`config.mk`:
```
export PLATFORM = sky130hd
export DESIGN_NAME = prd_front_flat
export DESIGN_NICKNAME = d
export VERILOG_FILES = /design/src/hw/rtl/prd_pkg.sv /design/src/hw/rtl/prd_ifs.sv /design/src/hw/rtl/prd_front.sv /design/src/flat_wrapper.sv
export SDC_FILE = /design/constraint.sdc
export NUM_CORES = 2
export LEC_CHECK = 0
export BUFFER_PORTS_ARGS = -buffer_cell sky130_fd_sc_hd__buf_2
export CORE_MARGIN = 5
export CORE_UTILIZATION = 40
export DETAILED_ROUTE_END_ITERATION = 6
export PLACE_DENSITY = 0.58
export SLEW_MARGIN = 20
export SYNTH_ARGS = -nofsm -noshare
export SYNTH_HDL_FRONTEND = slang
export SYNTH_SLANG_ARGS = --single-unit
```
`constraint.sdc`:
```
create_clock -name clk -period 8.2 [get_ports clk]
set_clock_uncertainty 0.2 [all_clocks]
set_input_delay 0.41 -clock clk [delete_from_list [all_inputs] [get_ports clk]]
set_output_delay 0.41 -clock clk [all_outputs]
set_load 0.005 [all_outputs]
```
`src/hw/rtl/prd_pkg.sv`:
```
`timescale 1ns / 1ps

package prd_pkg;

  // Field widths of the channels.
  localparam int XW = 32;
  localparam int AW = 26;

  // Number of micro-rotation stages; the arctangent table has 32 entries.
  localparam int ITERATIONS = 24;
  localparam int NITER = (ITERATIONS > 32) ? 32 : ITERATIONS;

  // Extra fraction bits carried by the coordinates through the rotator.
  localparam int GUARD = 16;
  // Datapath width for coordinates in Q18.32, two integer bits of headroom for the CORDIC gain.
  localparam int CW = 50;
  // Residual angle in degrees with 24 fraction bits.
  localparam int ZW = 32;
  // Reduced angle in Q9.16 degrees, (-180, 180].
  localparam int RW = 25;
  // Width of a coordinate times the gain correction.
  localparam int PW = 63;

  localparam logic signed [AW:0]   DEG_FULL    = 27'sd23592960;
  localparam logic signed [AW:0]   DEG_HALF    = 27'sd11796480;
  localparam logic signed [RW-1:0] DEG_QUARTER = 25'sd5898240;

  // Inverse CORDIC gain, Q1.30.
  localparam logic signed [30:0] GAIN_Q30 = 31'sd652032874;

  typedef struct packed {
    logic                 zero;
    logic signed [CW-1:0] x;
    logic signed [CW-1:0] y;
    logic signed [ZW-1:0] z;
  } prd_vec_t;

  // atan(2^-i) in degrees with 24 fraction bits.
  function automatic logic signed [ZW-1:0] prd_atan(input logic [4:0] idx);
    logic signed [ZW-1:0] val;
    unique case (idx)
      5'd0:  val = 32'sd754974720;
      5'd1:  val = 32'sd445687602;
      5'd2:  val = 32'sd235489088;
      5'd3:  val = 32'sd119537938;
      5'd4:  val = 32'sd60000934;
      5'd5:  val = 32'sd30029717;
      5'd6:  val = 32'sd15018523;
      5'd7:  val = 32'sd7509720;
      5'd8:  val = 32'sd3754917;
      5'd9:  val = 32'sd1877466;
      5'd10: val = 32'sd938734;
      5'd11: val = 32'sd469367;
      5'd12: val = 32'sd234684;
      5'd13: val = 32'sd117342;
      5'd14: val = 32'sd58671;
      5'd15: val = 32'sd29335;
      5'd16: val = 32'sd14668;
      5'd17: val = 32'sd7334;
      5'd18: val = 32'sd3667;
      5'd19: val = 32'sd1833;
      5'd20: val = 32'sd917;
      5'd21: val = 32'sd458;
      5'd22: val = 32'sd229;
      5'd23: val = 32'sd115;
      5'd24: val = 32'sd57;
      5'd25: val = 32'sd29;
      5'd26: val = 32'sd14;
      5'd27: val = 32'sd7;
      5'd28: val = 32'sd4;
      5'd29: val = 32'sd2;
      5'd30: val = 32'sd1;
      5'd31: val = 32'sd0;
    endcase
    return val;
  endfunction

endpackage

```
`src/hw/rtl/prd_ifs.sv`:
```
`timescale 1ns / 1ps

interface prd_in_if import prd_pkg::*; ();
  logic                 valid;
  logic                 ready;
  logic signed [XW-1:0] x_in;
  logic signed [XW-1:0] y_in;
  logic signed [AW-1:0] angle_deg;

  modport source (output valid, output x_in, output y_in, output angle_deg, input ready);
  modport sink (input valid, input x_in, input y_in, input angle_deg, output ready);
endinterface


```
`src/hw/rtl/prd_front.sv`:
```
`timescale 1ns / 1ps

module prd_front import prd_pkg::*; (
  input  logic     clk,
  input  logic     rst_n,
  prd_in_if.sink   in_ch,
  output logic     out_valid,
  output prd_vec_t out_data,
  input  logic     out_ready
);

  // Stage 1: angle reduction.
  logic                 s1_valid_r;
  logic signed [XW-1:0] s1_x_r;
  logic signed [XW-1:0] s1_y_r;
  logic signed [RW-1:0] s1_ang_r;
  logic                 s1_zero_r;
  logic signed [AW:0]   ang_ext;
  logic signed [AW:0]   ang_red;
  logic signed [RW-1:0] s1_ang_nxt;
  logic                 s1_zero_nxt;

  // Stage 2: gain correction products.
  logic                 s2_valid_r;
  logic signed [XW-1:0] s2_x_r;
  logic signed [XW-1:0] s2_y_r;
  logic signed [PW-1:0] s2_prod_x_r;
  logic signed [PW-1:0] s2_prod_y_r;
  logic signed [RW-1:0] s2_ang_r;
  logic                 s2_zero_r;
  logic signed [PW-1:0] s2_prod_x_nxt;
  logic signed [PW-1:0] s2_prod_y_nxt;

  // Stage 3: rounding, quarter turn, residual angle.
  logic                       s3_valid_r;
  prd_vec_t                   s3_data_r;
  prd_vec_t                   s3_data_nxt;
  logic signed [PW-1:0]       rnd_x;
  logic signed [PW-1:0]       rnd_y;
  logic signed [CW-1:0]       gx;
  logic signed [CW-1:0]       gy;
  logic signed [XW+GUARD-1:0] pass_x;
  logic signed [XW+GUARD-1:0] pass_y;
  logic signed [RW-1:0]       ang_adj;
  logic signed [ZW-1:0]       ang_wide;

  logic s1_rdy;
  logic s2_rdy;
  logic s3_rdy;

  assign s3_rdy      = !s3_valid_r || out_ready;
  assign s2_rdy      = !s2_valid_r || s3_rdy;
  assign s1_rdy      = !s1_valid_r || s2_rdy;
  assign in_ch.ready = s1_rdy;

  // The input lies within [-512, 512) degrees, so one correction by 360 suffices.
  always_comb begin
    ang_ext = {in_ch.angle_deg[AW-1], in_ch.angle_deg};
    if (ang_ext > DEG_HALF) begin
      ang_red = ang_ext - DEG_FULL;
    end else if (ang_ext <= -DEG_HALF) begin
      ang_red = ang_ext + DEG_FULL;
    end else begin
      ang_red = ang_ext;
    end
    s1_ang_nxt  = ang_red[RW-1:0];
    s1_zero_nxt = (ang_red == '0);
  end

  assign s2_prod_x_nxt = PW'(s1_x_r) * PW'(GAIN_Q30);
  assign s2_prod_y_nxt = PW'(s1_y_r) * PW'(GAIN_Q30);

  always_comb begin
    rnd_x    = s2_prod_x_r + PW'(64'sd8192);
    rnd_y    = s2_prod_y_r + PW'(64'sd8192);
    gx       = CW'(rnd_x >>> 14);
    gy       = CW'(rnd_y >>> 14);
    pass_x   = {s2_x_r, {GUARD{1'b0}}};
    pass_y   = {s2_y_r, {GUARD{1'b0}}};
    ang_adj  = s2_ang_r;
    s3_data_nxt.zero = s2_zero_r;
    if (s2_zero_r) begin
      // A null rotation carries the point unchanged; the rotator holds it.
      s3_data_nxt.x = CW'(pass_x);
      s3_data_nxt.y = CW'(pass_y);
    end else if (s2_ang_r > DEG_QUARTER) begin
      s3_data_nxt.x = -gy;
      s3_data_nxt.y = gx;
      ang_adj       = s2_ang_r - DEG_QUARTER;
    end else if (s2_ang_r < -DEG_QUARTER) begin
      s3_data_nxt.x = gy;
      s3_data_nxt.y = -gx;
      ang_adj       = s2_ang_r + DEG_QUARTER;
    end else begin
      s3_data_nxt.x = gx;
      s3_data_nxt.y = gy;
    end
    ang_wide         = ZW'(ang_adj);
    s3_data_nxt.z    = ang_wide <<< 8;
  end

  always_ff @(posedge clk) begin
    if (!rst_n) begin
      s1_valid_r <= 1'b0;
      s2_valid_r <= 1'b0;
      s3_valid_r <= 1'b0;
    end else begin
      if (s1_rdy) begin
        s1_valid_r <= in_ch.valid;
      end
      if (s2_rdy) begin
        s2_valid_r <= s1_valid_r;
      end
      if (s3_rdy) begin
        s3_valid_r <= s2_valid_r;
      end
    end
  end

  always_ff @(posedge clk) begin
    if (s1_rdy) begin
      s1_x_r    <= in_ch.x_in;
      s1_y_r    <= in_ch.y_in;
      s1_ang_r  <= s1_ang_nxt;
      s1_zero_r <= s1_zero_nxt;
    end
    if (s2_rdy) begin
      s2_x_r      <= s1_x_r;
      s2_y_r      <= s1_y_r;
      s2_prod_x_r <= s2_prod_x_nxt;
      s2_prod_y_r <= s2_prod_y_nxt;
      s2_ang_r    <= s1_ang_r;
      s2_zero_r   <= s1_zero_r;
    end
    if (s3_rdy) begin
      s3_data_r <= s3_data_nxt;
    end
  end

  assign out_valid = s3_valid_r;
  assign out_data  = s3_data_r;

endmodule

```
`src/flat_wrapper.sv`:
```
// flat-port wrapper written by rule: the top's interface ports become plain ports
module prd_front_flat import prd_pkg::*;
  (clk, rst_n, out_valid, out_data, out_ready, in_ch_valid, in_ch_x_in, in_ch_y_in, in_ch_angle_deg, in_ch_ready);
  prd_in_if in_ch_i ();
  input  logic clk;
  input  logic rst_n;
  output logic out_valid;
  output prd_vec_t out_data;
  input  logic out_ready;
  input wire logic [$bits(in_ch_i.valid)-1:0] in_ch_valid;
  input wire logic [$bits(in_ch_i.x_in)-1:0] in_ch_x_in;
  input wire logic [$bits(in_ch_i.y_in)-1:0] in_ch_y_in;
  input wire logic [$bits(in_ch_i.angle_deg)-1:0] in_ch_angle_deg;
  output wire logic [$bits(in_ch_i.ready)-1:0] in_ch_ready;
  assign in_ch_i.valid = in_ch_valid;
  assign in_ch_i.x_in = in_ch_x_in;
  assign in_ch_i.y_in = in_ch_y_in;
  assign in_ch_i.angle_deg = in_ch_angle_deg;
  assign in_ch_ready = in_ch_i.ready;
  prd_front u_core (.clk(clk), .rst_n(rst_n), .in_ch(in_ch_i), .out_valid(out_valid), .out_data(out_data), .out_ready(out_ready));
endmodule
```
### Yosys cells after proc, flatten, opt, wreduce, memory -nomap -nowiden

Cells that the tools add are included.

* flip-flop bits (word level): 432
* bits in latches: 0
* RAM bits: 0
* bits in read-only memories: 0
* input port bits: 94
* output and inout port bits: 135
* logic and storage cells: 48
* memories kept: 0

* add/sub/neg operators: 8
* $mul: 2
* div/mod/pow operators: 0
* $lt $le $gt $ge: 4
* equal/unequal tests: 0
* shift operators: 0
* mux-type cells: 8
* bitwise logic cells: 0
* reductions and logical operators: 7

Operators with widths (number)
* $mux 100: 3
* $add 63x15->63 const B: 2
* $mul 32x30->62 const B: 2
* $neg 49->50: 2
* $mux 24: 3
* $mux 27: 2
* $add 26x26->27 const B: 1
* $logic_not 27->1: 1
* $sub 26x26->27 const B: 1
* $gt 26x25->1 const B: 1
* $le 26x25->1 const B: 1
* $gt 25x24->1 const B: 1
* $lt 25x24->1 const B: 1
* $add 24x24->24 const B: 1
* $sub 24x24->24 const B: 1
* $logic_not 1->1: 3
* $logic_or 1x1->1: 3

### Longest topological paths before layout

* word-level depth: 5
* depth in mapped cells: 28
* depth with buffers taken out: 27

### Least setup slack after synthesis

OpenSTA, ideal clock, no wires.

* kind: flip-flop to flip-flop
* from: register u_core.s1_x_r[31]
* to: register u_core.s2_prod_x_r[61] (data pin)
* arrival time: 7.441 ns
* data required time: 7.744 ns
* setup slack: 0.303 ns
* cell stages (with the launch flop): 22
* path buffers: 2
* period minus slack after synthesis: 7.897 ns
* path through: edfxtp_1 > clkbuf_1 > inv_1 > o21ai_0 > fa_1 > fa_1 > fa_1 > fa_1 > inv_1 > fa_1 > inv_1 > ha_1 > clkbuf_1 > a21o_1 > a21oi_1 > o21bai_1 > a21o_1 > a21oi_1 > nor2b_1 > a21oi_1 > or4b_2 > and4_1

* cells in the longest elaborated chain, start to end: 1

Ends and longest elaborated chain
* start: declaration: line prd_front.sv:14 `logic signed [XW-1:0] s1_x_r;`
* start signal: assignment: line prd_front.sv:122 `s1_x_r <= in_ch.x_in;`
* $mul 32x30->62: line prd_front.sv:70 `assign s2_prod_x_nxt = PW'(s1_x_r) * PW'(GAIN_Q30);`
* net u_core.s2_prod_x_nxt[61]: line prd_front.sv:31 `logic signed [PW-1:0] s2_prod_x_nxt;`
* end signal: assignment: line prd_front.sv:130 `s2_prod_x_r <= s2_prod_x_nxt;`
* end: declaration: line prd_front.sv:27 `logic signed [PW-1:0] s2_prod_x_r;`

The timed path passes the listed nets, and every way through them passes these cells.
A chain may end at the register's enable or synchronous reset.

### Final worst setup path

* from: register u_core.s1_y_r[6]
* to: register u_core.s2_prod_y_r[48] (data pin)

* cells in the longest elaborated chain, start to end: 1

Ends and longest elaborated chain
* start: declaration: line prd_front.sv:15 `logic signed [XW-1:0] s1_y_r;`
* start signal: assignment: line prd_front.sv:123 `s1_y_r <= in_ch.y_in;`
* $mul 32x30->62: line prd_front.sv:71 `assign s2_prod_y_nxt = PW'(s1_y_r) * PW'(GAIN_Q30);`
* net u_core.s2_prod_y_nxt[48]: line prd_front.sv:32 `logic signed [PW-1:0] s2_prod_y_nxt;`
* end signal: assignment: line prd_front.sv:131 `s2_prod_y_r <= s2_prod_y_nxt;`
* end: declaration: line prd_front.sv:28 `logic signed [PW-1:0] s2_prod_y_r;`

The timed path passes the listed nets, and every way through them passes these cells.

==> results.md <==
- FF+latch count, synth: 408
- Status: finished with violations
- Hold crit path type: input port to flip-flop
- Setup TNS Final: 0 ns
- Drt via density: 5.406
- Initial antenna violation count: 5
- Final hold vios: 0
- WL/cell: 25.50 microns
- H-tree depth: 2
- CP Class: flip-flop to flip-flop
- CTS tree: built
- Gpl congestion: 1.008
- Starting Density: 0.4030
- DRC viols: 8
- CP bufs+invs: 5
- Hold Slack: 0.07080 ns
- Post-layout min period: 7.936 ns
- Max layer used: met4
- Chip Width: 393.4 microns
- Post-synth ARST share: 0
- Worst Hold Depth: 3
- Final WL: 207.3 mm
- Sequential Area: 0.01222 sq mm
- Die Footprint: 0.1548 sq mm
- Count of final setup violators: 0
- Routed Antenna Nets: 0
- TritonCTS sink count: 408
- Clock root buffer master: clkbuf_16
- Ports: 229
- Hold Startpoint: in_ch_angle_deg[25]
- Crit path max-delay family: adder cells
- Row cnt: 140
- I/O Buffers: 220
- First-pass GRT wire length: 304.9 mm
- Vias in the first global route: 44760
- Largest cells by area after synthesis: fa_1 (29%), edfxtp_1 (21%), ha_1 (16%), inv_1 (8.5%), xor2_1 (3.7%)
- Critical Path Most Common Cell: fa_1
- Max Fanout on Critical Path: 6
- CP required: 8.39 ns
- Critical path depth: 25
- Router iterations before antenna repair: 7
- Worst setup EP type: flip-flop
- Routed wl met2: 87.44 mm
- R2R Setup Slk: 0.26 ns
- Initial DRC count: 3972
- Ratio of cells with drive above 1 in the final layout: 0.09758
- Global Route Usage Sum: 0.2645
- Reg-to-reg endpoint: u_core.s2_prod_y_r[48]
- Final cycle utilization of the critical path: 0.9678
- Synth warnings: 0
- Max Cap Viol: 0
- Area leader, netlist: fa_1
- Slowest stage cell, crit path: ha_1
- Seq/Total Area, Yosys: 0.2079
- Cts bufs inserted: 51
- Largest net degree at the start of global routing: 80
- Multi-input logic area: 0.04121 sq mm
- Met1 Wirelength: 97.49 mm
- WHS Endpoint: u_core.s1_ang_r[24]
- Via count: 43960
- Total gr overflow: 0
- Post-DP HPWL: 177.5 mm
- Chip height: 393.4 microns
- Synth cell types: 93
- Worst Tran Pin Value: 1.188 ns
- Ys flop type: edfxtp_1
- Syn Std Cell Area: 0.05880 sq mm
- R2R depth: 25
- # fillers: 13900
- Critical Path Max Stage Delay: 0.59 ns
- CTS Buffer Depth: 3
- Nets: 7861
- Final slew viol count: 0
- Critical Path Start Type: flip-flop
- Reg-to-reg startpoint: u_core.s1_y_r[6]
- Clock Pin Slew Worst Setup and Hold Paths: 0.06 ns
- Core area: 0.1459 sq mm
- Max Freq: 126.0 MHz
- Met3 WL: 18.32 mm
- Rel. slew slack: 0.1993
- Syn avg cell area: 10.25 sq um
- Worst-Skew Late Latency: 0.68 ns
- Synthesized instance count: 5736
- Violated checks: DRC
- Top-area cell type share of the netlist area: 0.2867
- CP arrival: 8.13 ns
- Post-synth EDFFs: 405
- Area growth, synth to finish: 12.43%
## repair_timing
action                     in CTS  in global routing
setup buffers                   2                 34
pin swaps                       0                  1
setup endpoints to repair      10                 34
hold buffers                   90                  0
hold endpoints to repair       90                  0
gates resized for setup         2                 35
## synth_stat cells (27+ instances only)
master	instances
nor2_1	192
and4_1	27
ha_1	757
a21o_1	120
nand4_1	59
clkbuf_1	95
o21ai_0	139
nand3_1	113
edfxtp_1	405
and2_1	27
inv_1	1332
and3_1	48
nand2_1	237
a211oi_1	30
fa_1	842
xor2_1	248
nor3_1	71
xnor2_1	202
nor4_1	39
a21oi_1	248
## layout make-up
type	count	area share
Antenna cell	5	0.0001893
Clock buffer	56	0.02004
Clock inverter	39	0.006776
Inverter	1333	0.07576
Multi-Input combinational cell	3870	0.6234
Sequential cell	408	0.1849
Tap cell	1917	0.03628
Timing Repair Buffer	504	0.05269
## per-stage QoR
stage | area [sq um] | std cells | setup slack, ns | utilization
after global placement | 63000 | 7906 | -0.2288 | 0.4318
after global routing | 66100 | 8127 | -0.01634 | 0.4530
after CTS | 65690 | 8093 | 0.01120 | 0.4502
final | 66110 | 8132 | 0.2638 | 0.4531
after detailed placement | 63000 | 7906 | -0.2347 | 0.4318
after floorplan | 58830 | 5743 | 0.3031 | -
## state kept, by name, indices dropped and copies added, names as in the netlist
| register | flops |
|---|---|
| u_core.s1_y_r | 32 |
| u_core.s1_x_r | 32 |
| u_core.s2_valid_r | 1 |
| u_core.s2_x_r | 32 |
| u_core.s2_ang_r | 25 |
| u_core.s2_zero_r | 1 |
| u_core.s2_prod_x_r | 50 |
| u_core.s1_valid_r | 1 |
| u_core.s2_prod_y_r | 50 |
| u_core.s2_y_r | 32 |
| u_core.out_valid | 1 |
| u_core.s1_zero_r | 1 |
| u_core.out_data | 125 |
| u_core.s1_ang_r | 25 |
## layer usage
layer | vias to the layer above | GRT usage
met3 | 191 | 0.05613
li1 | 19730 | -
met2 | 1758 | 0.3907
met5 | - | 0
met1 | 22290 | 0.4028
met4 | 0 | 0.04668
## placed cells by master (no fill, tap or decap), types with 112 or more instances in the layout
| master | synthesis | final |
|---|---|---|
| buf_4 | 15 | 192 |
| fa_1 | 842 | 842 |
| xor2_1 | 248 | 245 |
| ha_1 | 757 | 744 |
| edfxtp_1 | 405 | 405 |
| xnor2_1 | 202 | 202 |
| nand3_1 | 113 | 112 |
| nand2_1 | 237 | 235 |
| inv_1 | 1332 | 1329 |
| a21o_1 | 120 | 120 |
| o21ai_0 | 139 | 135 |
| buf_2 | 16 | 220 |
| a21oi_1 | 248 | 240 |
| nor2_1 | 192 | 189 |
## how the worst max path moves through the flow
stage	from	endpoint	slack (ns)
final	u_core.s1_y_r[6]	u_core.s2_prod_y_r[48]	0.26
after global routing	u_core.s1_y_r[4]	u_core.s2_prod_y_r[46]	-0.02
after CTS	u_core.s1_x_r[5]	u_core.s2_prod_x_r[54]	0.01
after detailed placement	u_core.s1_y_r[25]	u_core.s2_prod_y_r[59]	-0.23
after global placement	u_core.s1_y_r[25]	u_core.s2_prod_y_r[54]	-0.23
after floorplan	u_core.s1_x_r[31]	u_core.s2_prod_x_r[61]	0.30
## cell families after synthesis
| logic type | Yosys count | share of synthesized area |
|---|---|---|
| DFF | 408 | 0.2079 |
| xor gates and xnor gates | 450 | 0.06703 |
| muxes | 30 | 0.005256 |
| adders and majority gates | 1599 | 0.4478 |
| and+or+nand+nor | 960 | 0.08563 |
| AOI/OAI and AO/OA | 823 | 0.09159 |
| buffers and inverters | 1465 | 0.09482 |
| other | 1 | 0.00006378 |
## worst min-delay path, delay by kind of cell
| kind | cells | cell delay (ns) |
|---|---|---|
| and+or+nand+nor | 1 | 0.11 |
| AOI/OAI and AO/OA | 1 | 0.12 |
| buffers and inverters | 1 | 0.18 |
Power is not shown: default switching activity piles up to over one toggle a cycle in this logic, so the estimate is an artifact.
