[src/hw/rtl/prd_pkg.sv]
`timescale 1ns / 1ps

package prd_pkg;

  // Field widths of the channels.
  localparam int XW = 32;
  localparam int AW = 26;

  // Number of micro-rotation stages; the arctangent table has 32 entries.
  localparam int ITERATIONS = 24;
  localparam int NITER = (ITERATIONS > 32) ? 32 : ITERATIONS;

  // Extra fraction bits carried by the coordinates through the rotator.
  localparam int GUARD = 16;
  // Datapath width for coordinates in Q18.32, two integer bits of headroom for the CORDIC gain.
  localparam int CW = 50;
  // Residual angle in degrees with 24 fraction bits.
  localparam int ZW = 32;
  // Reduced angle in Q9.16 degrees, (-180, 180].
  localparam int RW = 25;
  // Width of a coordinate times the gain correction.
  localparam int PW = 63;

  localparam logic signed [AW:0]   DEG_FULL    = 27'sd23592960;
  localparam logic signed [AW:0]   DEG_HALF    = 27'sd11796480;
  localparam logic signed [RW-1:0] DEG_QUARTER = 25'sd5898240;

  // Inverse CORDIC gain, Q1.30.
  localparam logic signed [30:0] GAIN_Q30 = 31'sd652032874;

  typedef struct packed {
    logic                 zero;
    logic signed [CW-1:0] x;
    logic signed [CW-1:0] y;
    logic signed [ZW-1:0] z;
  } prd_vec_t;

  // atan(2^-i) in degrees with 24 fraction bits.
  function automatic logic signed [ZW-1:0] prd_atan(input logic [4:0] idx);
    logic signed [ZW-1:0] val;
    unique case (idx)
      5'd0:  val = 32'sd754974720;
      5'd1:  val = 32'sd445687602;
      5'd2:  val = 32'sd235489088;
      5'd3:  val = 32'sd119537938;
      5'd4:  val = 32'sd60000934;
      5'd5:  val = 32'sd30029717;
      5'd6:  val = 32'sd15018523;
      5'd7:  val = 32'sd7509720;
      5'd8:  val = 32'sd3754917;
      5'd9:  val = 32'sd1877466;
      5'd10: val = 32'sd938734;
      5'd11: val = 32'sd469367;
      5'd12: val = 32'sd234684;
      5'd13: val = 32'sd117342;
      5'd14: val = 32'sd58671;
      5'd15: val = 32'sd29335;
      5'd16: val = 32'sd14668;
      5'd17: val = 32'sd7334;
      5'd18: val = 32'sd3667;
      5'd19: val = 32'sd1833;
      5'd20: val = 32'sd917;
      5'd21: val = 32'sd458;
      5'd22: val = 32'sd229;
      5'd23: val = 32'sd115;
      5'd24: val = 32'sd57;
      5'd25: val = 32'sd29;
      5'd26: val = 32'sd14;
      5'd27: val = 32'sd7;
      5'd28: val = 32'sd4;
      5'd29: val = 32'sd2;
      5'd30: val = 32'sd1;
      5'd31: val = 32'sd0;
    endcase
    return val;
  endfunction

endpackage

[src/hw/rtl/prd_ifs.sv]


interface prd_out_if import prd_pkg::*; ();
  logic                 valid;
  logic                 ready;
  logic signed [XW-1:0] x_out;
  logic signed [XW-1:0] y_out;
  logic                 saturated;

  modport source (output valid, output x_out, output y_out, output saturated, input ready);
  modport sink (input valid, input x_out, input y_out, input saturated, output ready);
endinterface

[src/hw/rtl/prd_finish.sv]
`timescale 1ns / 1ps

module prd_finish import prd_pkg::*; (
  input  logic     clk,
  input  logic     rst_n,
  input  logic     in_valid,
  input  prd_vec_t in_data,
  output logic     in_ready,
  prd_out_if.source out_ch
);

  localparam logic signed [CW-1:0] OUT_MAX = CW'(64'sd2147483647);
  localparam logic signed [CW-1:0] OUT_MIN = -(CW'(64'sd2147483648));
  localparam logic signed [CW-1:0] HALF_LSB = CW'(32768);

  logic                 valid_r;
  logic signed [XW-1:0] x_r;
  logic signed [XW-1:0] y_r;
  logic                 sat_r;
  logic signed [XW-1:0] x_nxt;
  logic signed [XW-1:0] y_nxt;
  logic                 sat_nxt;
  logic signed [CW-1:0] qx;
  logic signed [CW-1:0] qy;
  logic                 clip_x;
  logic                 clip_y;

  assign in_ready = !valid_r || out_ch.ready;

  // Round half up to Q16.16, then clip to the 32-bit range.
  always_comb begin
    qx     = (in_data.x + HALF_LSB) >>> GUARD;
    qy     = (in_data.y + HALF_LSB) >>> GUARD;
    clip_x = (qx > OUT_MAX) || (qx < OUT_MIN);
    clip_y = (qy > OUT_MAX) || (qy < OUT_MIN);
    if (qx > OUT_MAX) begin
      x_nxt = XW'(OUT_MAX);
    end else if (qx < OUT_MIN) begin
      x_nxt = XW'(OUT_MIN);
    end else begin
      x_nxt = XW'(qx);
    end
    if (qy > OUT_MAX) begin
      y_nxt = XW'(OUT_MAX);
    end else if (qy < OUT_MIN) begin
      y_nxt = XW'(OUT_MIN);
    end else begin
      y_nxt = XW'(qy);
    end
    sat_nxt = clip_x || clip_y;
  end

  always_ff @(posedge clk) begin
    if (!rst_n) begin
      valid_r <= 1'b0;
    end else if (in_ready) begin
      valid_r <= in_valid;
    end
  end

  always_ff @(posedge clk) begin
    if (in_ready) begin
      x_r   <= x_nxt;
      y_r   <= y_nxt;
      sat_r <= sat_nxt;
    end
  end

  assign out_ch.valid     = valid_r;
  assign out_ch.x_out     = x_r;
  assign out_ch.y_out     = y_r;
  assign out_ch.saturated = sat_r;

endmodule
[src/flat_wrapper.sv]
// flat-port wrapper written by rule: the top's interface ports become plain ports
module prd_finish_flat import prd_pkg::*;
  (clk, rst_n, in_valid, in_data, in_ready, out_ch_valid, out_ch_x_out, out_ch_y_out, out_ch_saturated, out_ch_ready);
  prd_out_if out_ch_i ();
  input  logic clk;
  input  logic rst_n;
  input  logic in_valid;
  input  prd_vec_t in_data;
  output logic in_ready;
  output wire logic [$bits(out_ch_i.valid)-1:0] out_ch_valid;
  output wire logic [$bits(out_ch_i.x_out)-1:0] out_ch_x_out;
  output wire logic [$bits(out_ch_i.y_out)-1:0] out_ch_y_out;
  output wire logic [$bits(out_ch_i.saturated)-1:0] out_ch_saturated;
  input wire logic [$bits(out_ch_i.ready)-1:0] out_ch_ready;
  assign out_ch_valid = out_ch_i.valid;
  assign out_ch_x_out = out_ch_i.x_out;
  assign out_ch_y_out = out_ch_i.y_out;
  assign out_ch_saturated = out_ch_i.saturated;
  assign out_ch_i.ready = out_ch_ready;
  prd_finish u_core (.clk(clk), .rst_n(rst_n), .in_valid(in_valid), .in_data(in_data), .in_ready(in_ready), .out_ch(out_ch_i));
endmodule
[config.mk]
export PLATFORM = sky130hd
export DESIGN_NAME = prd_finish_flat
export DESIGN_NICKNAME = d
export VERILOG_FILES = /design/src/hw/rtl/prd_pkg.sv /design/src/hw/rtl/prd_ifs.sv /design/src/hw/rtl/prd_finish.sv /design/src/flat_wrapper.sv
export SDC_FILE = /design/constraint.sdc
export NUM_CORES = 1
export LEC_CHECK = 0
export BUFFER_PORTS_ARGS = -buffer_cell sky130_fd_sc_hd__buf_4
export CORE_MARGIN = 5
export CORE_UTILIZATION = 29
export DETAILED_ROUTE_END_ITERATION = 8
export GPL_TIMING_DRIVEN = 1
export PLACE_DENSITY_LB_ADDON = 0.3
export REMOVE_ABC_BUFFERS = 1
export SKIP_LAST_GASP = 1
export SYNTH_ARGS = -nofsm -noshare
export SYNTH_HDL_FRONTEND = slang
export SYNTH_SLANG_ARGS = --single-unit
export TNS_END_PERCENT = 100
[constraint.sdc]
create_clock -name clk -period 3.4 [get_ports clk]
set_clock_uncertainty 0.15 [all_clocks]
set_input_delay 0.68 -clock clk [delete_from_list [all_inputs] [get_ports clk]]
set_output_delay 0.68 -clock clk [all_outputs]
set_load 0.05 [all_outputs]
Yosys cells after proc, flatten, opt, wreduce, memory -nomap -nowiden
Cells that the tools add are included.

ROM bits: 0. Memories kept: 0. Memory bits (writable): 0. Word-level logic and storage cells: 17. Output and inout bits: 67. Bits in latches: 0. Flip-flop bits (word level): 66.

Shift-type cells: 0. Order comparisons: 4. Div/mod/pow operators: 0. Reduce and logical (&&, ||, !) cells: 5. Mux-type cells: 2. $mul: 0. Bitwise operators: 0. Equality and inequality tests: 0. Add/subtract/negate cells: 2.

Operator list (number): $add 50x17->50 const B (2); $gt 34x32->1 const B (2); $lt 34x32->1 const B (2); $mux 32 (2); $logic_or 1x1->1 (4); $logic_not 1->1 (1).

Longest topological paths before layout
Gate-level depths: netlist (run 1).

Word-level depth: 4. Mapped depth: 9. Mapped depth without buffers: 7.

Worst setup path before layout (run 1)
OpenSTA, ideal clock, no wires.

Kind: in2out. From: in out_ch_ready. To: out in_ready. Data arrival time: 2.637 ns. Cell stages on the path: 1. Path slack: -0.067 ns. Required time: 2.570 ns. Buffers on the path: 0. Path through: nand2b_1.

Word-level cells in the longest chain between the ends: 1.

RTL lines: start: declaration (line flat_wrapper.sv:14) `input wire logic [$bits(out_ch_i.ready)-1:0] out_ch_ready;`; $logic_or 1x1->1 (line prd_finish.sv:28) `assign in_ready = !valid_r || out_ch.ready;`; end: declaration (line flat_wrapper.sv:9) `output logic in_ready;`.

Every way passes these cells.

Worst setup path after layout (run 1)
From: in in_data[108] (netlist name). To: reg u_core.x_r[8], in the netlist u_core.out_ch.x_out[8] (data pin).

Word-level cells in the longest chain between the ends: 3. Elaborated cells between the ends (all ways): 4. Those cells by class: 1 x add/sub; 2 x order compare; 1 x mux.

RTL lines: start: declaration (line flat_wrapper.sv:8) `input prd_vec_t in_data;`; $add 50x17->50 (*) (line prd_finish.sv:32) `qx = (in_data.x + HALF_LSB) >>> GUARD;`; $lt 34x32->1 (line prd_finish.sv:38) `end else if (qx < OUT_MIN) begin`; $mux 32 (line prd_finish.sv:38); end signal: assignment (line prd_finish.sv:63) `x_r <= x_nxt;`; end: declaration (line prd_finish.sv:17) `logic signed [XW-1:0] x_r;`.

Mark *: on every way between the ends. The rest lies on a longest branch, timed or not. A chain may end at the register's enable or synchronous reset.

==> run metrics, run 1 <==
outcome finished, final reports clean; Comb pwr share 28.2%; synth warn 0; Synth-to-Final Area Change 37.8%; CP Class in -> reg; Avg Synthesized Cell Area 10.1 sq um; Top Ports 204; crit end category flop; Worst path slowest cell or4_1; flop2flop setup slack 1.68 ns; Max Cap Viol 0; Initial DRT Pass Iterations 5; Final Max Slew Viols 0; Psw 866 uW; Die Ht 131 um; CP arrival 2.99 ns; DR DRC count 0; n_diodes 0; post-cts resize count 0; GR Overflow Total 0; commonest non-fill, non-tap cells in the layout buf_4 (157), edfxtp_1 (65), xor2_1 (39); Hold-fix buffers, CTS 0; CTS tree built; clk buf depth 2; Hold EP u_core.out_ch.valid; vias in the first global route 3787; die width 131 um; R2R cell count 2; Clk pwr share 32.4%; die footprint 17100 sq um; CP max FO 10; clock sink total 66; core box area 14400 sq um; Int Power 1710 uW; standard-cell row count 44; Post-Syn Instances 420; clock slew at reported path FFs 0.06 ns; Seq/Total Area, Yosys 46.5%; FF-to-FF End u_core.out_ch.x_out[16]; Tcrit/Tclk final 87.0%; Req. time, crit path 3.44 ns; post-synthesis cell area 4240 sq um; crit path cell chain buf_4 -> nand3_1 -> or4_1 -> nor4_4 -> nor3_1 -> or3_1 -> a21oi_1; GR Util All Layers 14.4%; Hold Crit Class in -> reg; via count 3876; routability congestion estimate 0.884; Worst-Margin Slew 0.583 ns; post-detailed-route wirelength per cell 16.7 um; CTS root buf clkbuf_16; first-pass GRT wire length 19.2 mm; prevailing post-synth register cell edfxtp_1; largest net degree at the start of global routing 36; slowest cell delay on critical path 0.72 ns; total CTS buffers 9; Buffers on Ports 140; commonest non-fill, non-tap cell in the layout buf_4; WL final 12.6 mm; vias per std cell 5.14; asr flop ratio synth 0%; hold path depth 3; placed insts 739; pwr dens 442 nW/um^2; setup bufs post-CTS 0; VDD IR max 189 uV; share of cells above drive strength 1 32.5%; Setup TNS 0 ns; worst skew pair latency 0.34 ns; Post-synth EDFFs 65; H-tree levels 3; Hold Fails Final Rpt 0; final setup fails 0; FF-to-FF Start u_core.out_ch.valid; Flop pwr share 39.5%; headroom to the max-slew limit 60.8%; hold_sp in_valid; Synth Register Bits 66; Yosys cell types 46; Non-Filler Instances 754; Final Net Count 705; Starting DRT DRC Count 219; initial antenna violation count 0; RSZ-0062 raised after global routing no; Sw Ratio 33.6%; Starting Density 29.4%; antenna-violating nets left 0; Final HPWL DP 9.67 mm; Fmax 338 MHz; static leakage 0.00229 uW; min Tclk post-route 2.96 ns; startpoint types primary input
power by group through the flow:
stage               combinational [uW]  sequential, uW  clock, uW
detailed placement                 731            1040          0
floorplan                          146            1320          0
finish                             727            1020        835
global placement                   726            1040          0
global route                       768            1030        886
CTS                                733            1020        856
critical path: cells and delay by family:
family / cells / cell delay (ns)
simple gates: 5 / 1.99
buf+inv: 1 / 0.11
compound gates: 1 / 0.23
state kept, by name, summed over array words and instances, names as in the netlist:
register	cells
u_core.out_ch.y_out	32
u_core.out_ch.x_out	32
u_core.out_ch.valid	1
u_core.out_ch.saturated	1
worst max path at each step:
stage,start,to,slack (ns),cells after the start
floorplan,out_ch_ready,in_ready,-0.07,1
global placement,in_data[108],u_core.out_ch.x_out[24],0.17,7
detailed placement,in_data[108],u_core.out_ch.x_out[8],0.10,7
CTS,in_data[100],u_core.out_ch.x_out[8],0.44,7
global route,in_data[108],u_core.out_ch.x_out[14],0.29,7
finish,in_data[108],u_core.out_ch.x_out[8],0.44,7
per-stage QoR:
| step | util (%) | worst slack, ns | total power [uW] | cell area (sq um) | hold slack (ns) |
|---|---|---|---|---|---|
| 2_1_floorplan | - | -0.0672 | 1470 | 4120 | 0.669 |
| 3_3_place_gp | 38.7 | 0.167 | 1760 | 5580 | 0.774 |
| 3_5_place_dp | 38.7 | 0.100 | 1770 | 5580 | 0.796 |
| 4_1_cts | 40.5 | 0.440 | 2610 | 5840 | 0.437 |
| 5_1_grt | 40.5 | 0.293 | 2680 | 5840 | 0.444 |
| 6_report | 40.5 | 0.442 | 2580 | 5840 | 0.444 |
area by class of cell:
type	instances	area, sq um
clock inverter	6	35.0
multi-input combinational	322	2130
tap	184	230
inverter	8	30.0
clock buffer	9	225
sequential	66	1970
fill	1429	8580
timing repair buffer	159	1220
synthesized netlist by cell type, types with 4 or more instances:
cell,number,area share (%)
or2_2,4,0.59
clkbuf_1,20,1.8
and3_1,15,2.2
edfxtp_1,65,46
nor4_1,8,1.2
o31ai_1,14,2.5
inv_1,8,0.71
o21ai_0,6,0.71
nor3_1,8,0.94
a21oi_1,34,4.0
or3_1,6,0.89
nor2_1,20,1.8
xor2_1,39,8.1
nand2_1,33,2.9
nand3_1,29,3.4
nand4_1,22,3.2
a22oi_1,16,2.8
xnor2_1,27,5.6
and4_1,6,1.2
kinds of logic after synthesis:
| family | Yosys count | synth area share, % |
|---|---|---|
| AOI/OAI and AO/OA | 87 | 13.7 |
| xor gates and xnor gates | 67 | 14.0 |
| muxes | 1 | 0.236 |
| buffers and inverters | 32 | 3.40 |
| adders and majority gates | 2 | 0.590 |
| and+or+nand+nor | 165 | 21.5 |
| DFF | 66 | 46.5 |
layer usage:
metal	vias up	share of wire (%)	track usage, %
met3	18	9.2	3.98
met5	-	0	0
li1	1882	-	-
met4	0	1.9	5.87
met2	171	47	24.1
met1	1805	42	17.7
Power figures use the tool's default switching activity.
==> inputs of run 2 (changes only) <==
CORE_UTILIZATION = 40   (was 29)
RECOVER_POWER = 100   (was unset)
==> run 2 against run 1 <==
Sequential power is essentially flat; non-clock buffer count grew 2; power shrank 13%; highest routed layer unchanged; clock power shrank 29%; worst setup slack lost 0.12 ns; via count grew 0.83%; hold slack gained 0.018 ns; global-route usage grew 4.0 points.
==> run metrics, run 2 (same netlist as run 1, synthesis figures left out) <==
length of routed met3 wiring 1.15 mm (-0.52%); Top Ports 204 (unchanged); post-cts resize count 0 (unchanged); Hold Fails Final Rpt 0 (unchanged); n_diodes 0 (unchanged); die footprint 12800 sq um (-26%); Die Ht 113 um (-14%); startpoint types primary input; Starting Density 41.0% (+12 points); Max Cap Viol 0 (unchanged); # fillers 968 (-32%); Starting DRT DRC Count 184 (-16%); DR DRC count 0 (unchanged); clk buf depth 2 (unchanged); min Tclk post-route 3.08 ns (+0.124 ns); pwr dens 417 nW/um^2 (-5.7%); Int Power 1440 uW (-16%); Setup TNS 0 ns (unchanged); hold_sp rst_n; cell area after layout 5420 sq um (-7.2%); headroom to the max-slew limit 2.12% (-59 points); final setup fails 0 (unchanged); Clk pwr share 26.2% (-6.2 points); Final HPWL DP 9.00 mm (-7.0%); worst slack, placed 0.141 ns (+0.0410 ns); static leakage 0.00198 uW (-14%); vias per std cell 5.51 (+7.2%); vias in the first global route 3920 (+3.5%); CP arrival 2.25 ns (-0.74 ns); Comb pwr share 29.0% (+0.8 points); Hold Crit Class in -> reg; H-tree levels 3 (unchanged); total CTS buffers 9 (unchanged); routability congestion estimate 0.860 (-2.8%); post-detailed-route wirelength per cell 16.6 um (-0.71%); slowest cell delay on critical path 1.08 ns (+0.36 ns); placed instance area 5540 sq um (-0.81%); Final Net Count 707 (+0.28%); commonest non-fill, non-tap cells in the layout buf_4 (86), clkbuf_1 (74), edfxtp_1 (65); outcome finished, final reports clean; R2R cell count 2 (unchanged); clock slew at reported path FFs 0.08 ns (+0.02 ns); Top Metal Used met4; Worst-Margin Slew 1.47 ns (+0.886 ns); largest net degree at the start of global routing 38 (+5.6%); Hold EP u_core.out_ch.valid; CTS tree built; commonest non-fill, non-tap cell in the layout buf_4; WL final 11.8 mm (-6.6%); Psw 813 uW (-6.1%); Hold-fix buffers, CTS 0 (unchanged); die width 113 um (-14%); crit end category primary output; FF-to-FF Start u_core.out_ch.valid; FF-to-FF End u_core.out_ch.y_out[10]; hold path depth 2 (-1); Initial DRT Pass Iterations 4 (-1); Sw Ratio 36.0% (+2.5 points); Overall Power 2260 uW (-13%); via count 3908 (+0.83%); Fmax 325 MHz (-4.0%); flop2flop setup slack 0.93 ns (-0.75 ns); CP Class in -> out; Worst path slowest cell nand2b_1; CTS root buf clkbuf_8; worst skew pair latency 0.33 ns (about the same); Req. time, crit path 2.57 ns (-0.87 ns); RSZ-0062 raised after global routing no; core box area 10300 sq um (-28%); Buffers on Ports 140 (unchanged); GR Util All Layers 18.5% (+4.0 points); first-pass GRT wire length 19.2 mm (+0.29%); CP max FO 31 (+21); Flop pwr share 44.9% (+5.4 points); WL met2 5.69 mm (-4.6%); antenna-violating nets left 0 (unchanged); Final Max Slew Viols 0 (unchanged); VDD IR max 205 uV (+8.4%); standard-cell row count 37 (-16%); min setup slack post-route 0.318 ns (-0.124 ns); clock sink total 66 (unchanged); Tcrit/Tclk final 90.6% (+3.6 points); Synth-to-Final Area Change 27.8%; crit path cell chain clkbuf_4 -> nand2b_1 -> buf_4; GR Overflow Total 0 (unchanged); share of cells above drive strength 1 19.4% (-13 points); setup bufs post-CTS 0 (unchanged); initial antenna violation count 0 (unchanged); wl on met1 4.79 mm (-8.7%); Hold Slack 0.462 ns (+0.0177 ns)
run 2: cell types whose count changed in the layout (fill, tap and decap cells not counted), moves of 3 or more:
cell       before  now
clkbuf_16       9    0
clkbuf_1        0   74
clkinv_2        4    1
clkbuf_8        0   10
buf_4         157   86
run 2: power groups by stage:
stage	sequential, uW	combinational (uW)	clock, uW
2_1_floorplan	1320	146	0
3_3_place_gp	1030	723	0
6_report	1010	655	590
4_1_cts	1020	731	609
5_1_grt	1020	695	655
3_5_place_dp	1030	728	0
run 2: worst max-delay path: cells and delay by family:
family,cells,cell delay (ns)
AND/OR/NAND/NOR,1,1.08
buffers and inverters,2,0.49
run 2: worst max-delay path by stage:
stage                 startpoint                 endpoint  slack [ns]
floorplan           out_ch_ready                 in_ready       -0.07
global placement    in_data[108]   u_core.out_ch.x_out[8]        0.16
detailed placement  in_data[108]  u_core.out_ch.x_out[22]        0.14
CTS                 in_data[108]  u_core.out_ch.x_out[22]        0.48
global route        out_ch_ready                 in_ready        0.18
finish              out_ch_ready                 in_ready        0.32
run 2: routing by layer:
layer / vias to the layer above / global-route usage [%]
met2: 176 / 31.6
met5: - / 0
li1: 1882 / -
met1: 1836 / 22.5
met4: 0 / 5.37
met3: 14 / 5.45
run 2: stage by stage:
stage | std cells | util (%)
4_1_cts | 709 | 55.3
5_1_grt | 709 | 52.5
6_report | 709 | 52.5
3_3_place_gp | 693 | 53.6
3_5_place_dp | 693 | 53.6
2_1_floorplan | 396 | -
run 2: area by class of cell:
cell class	instances	area (sq um)	area share, %
Multi-Input combinational cell	322	2110	38.9
Sequential cell	66	1970	36.4
Timing Repair Buffer	161	963	17.8
Tap cell	136	170	3.14
Clock buffer	12	145	2.68
Inverter	8	30.0	0.554
Clock inverter	4	28.8	0.531
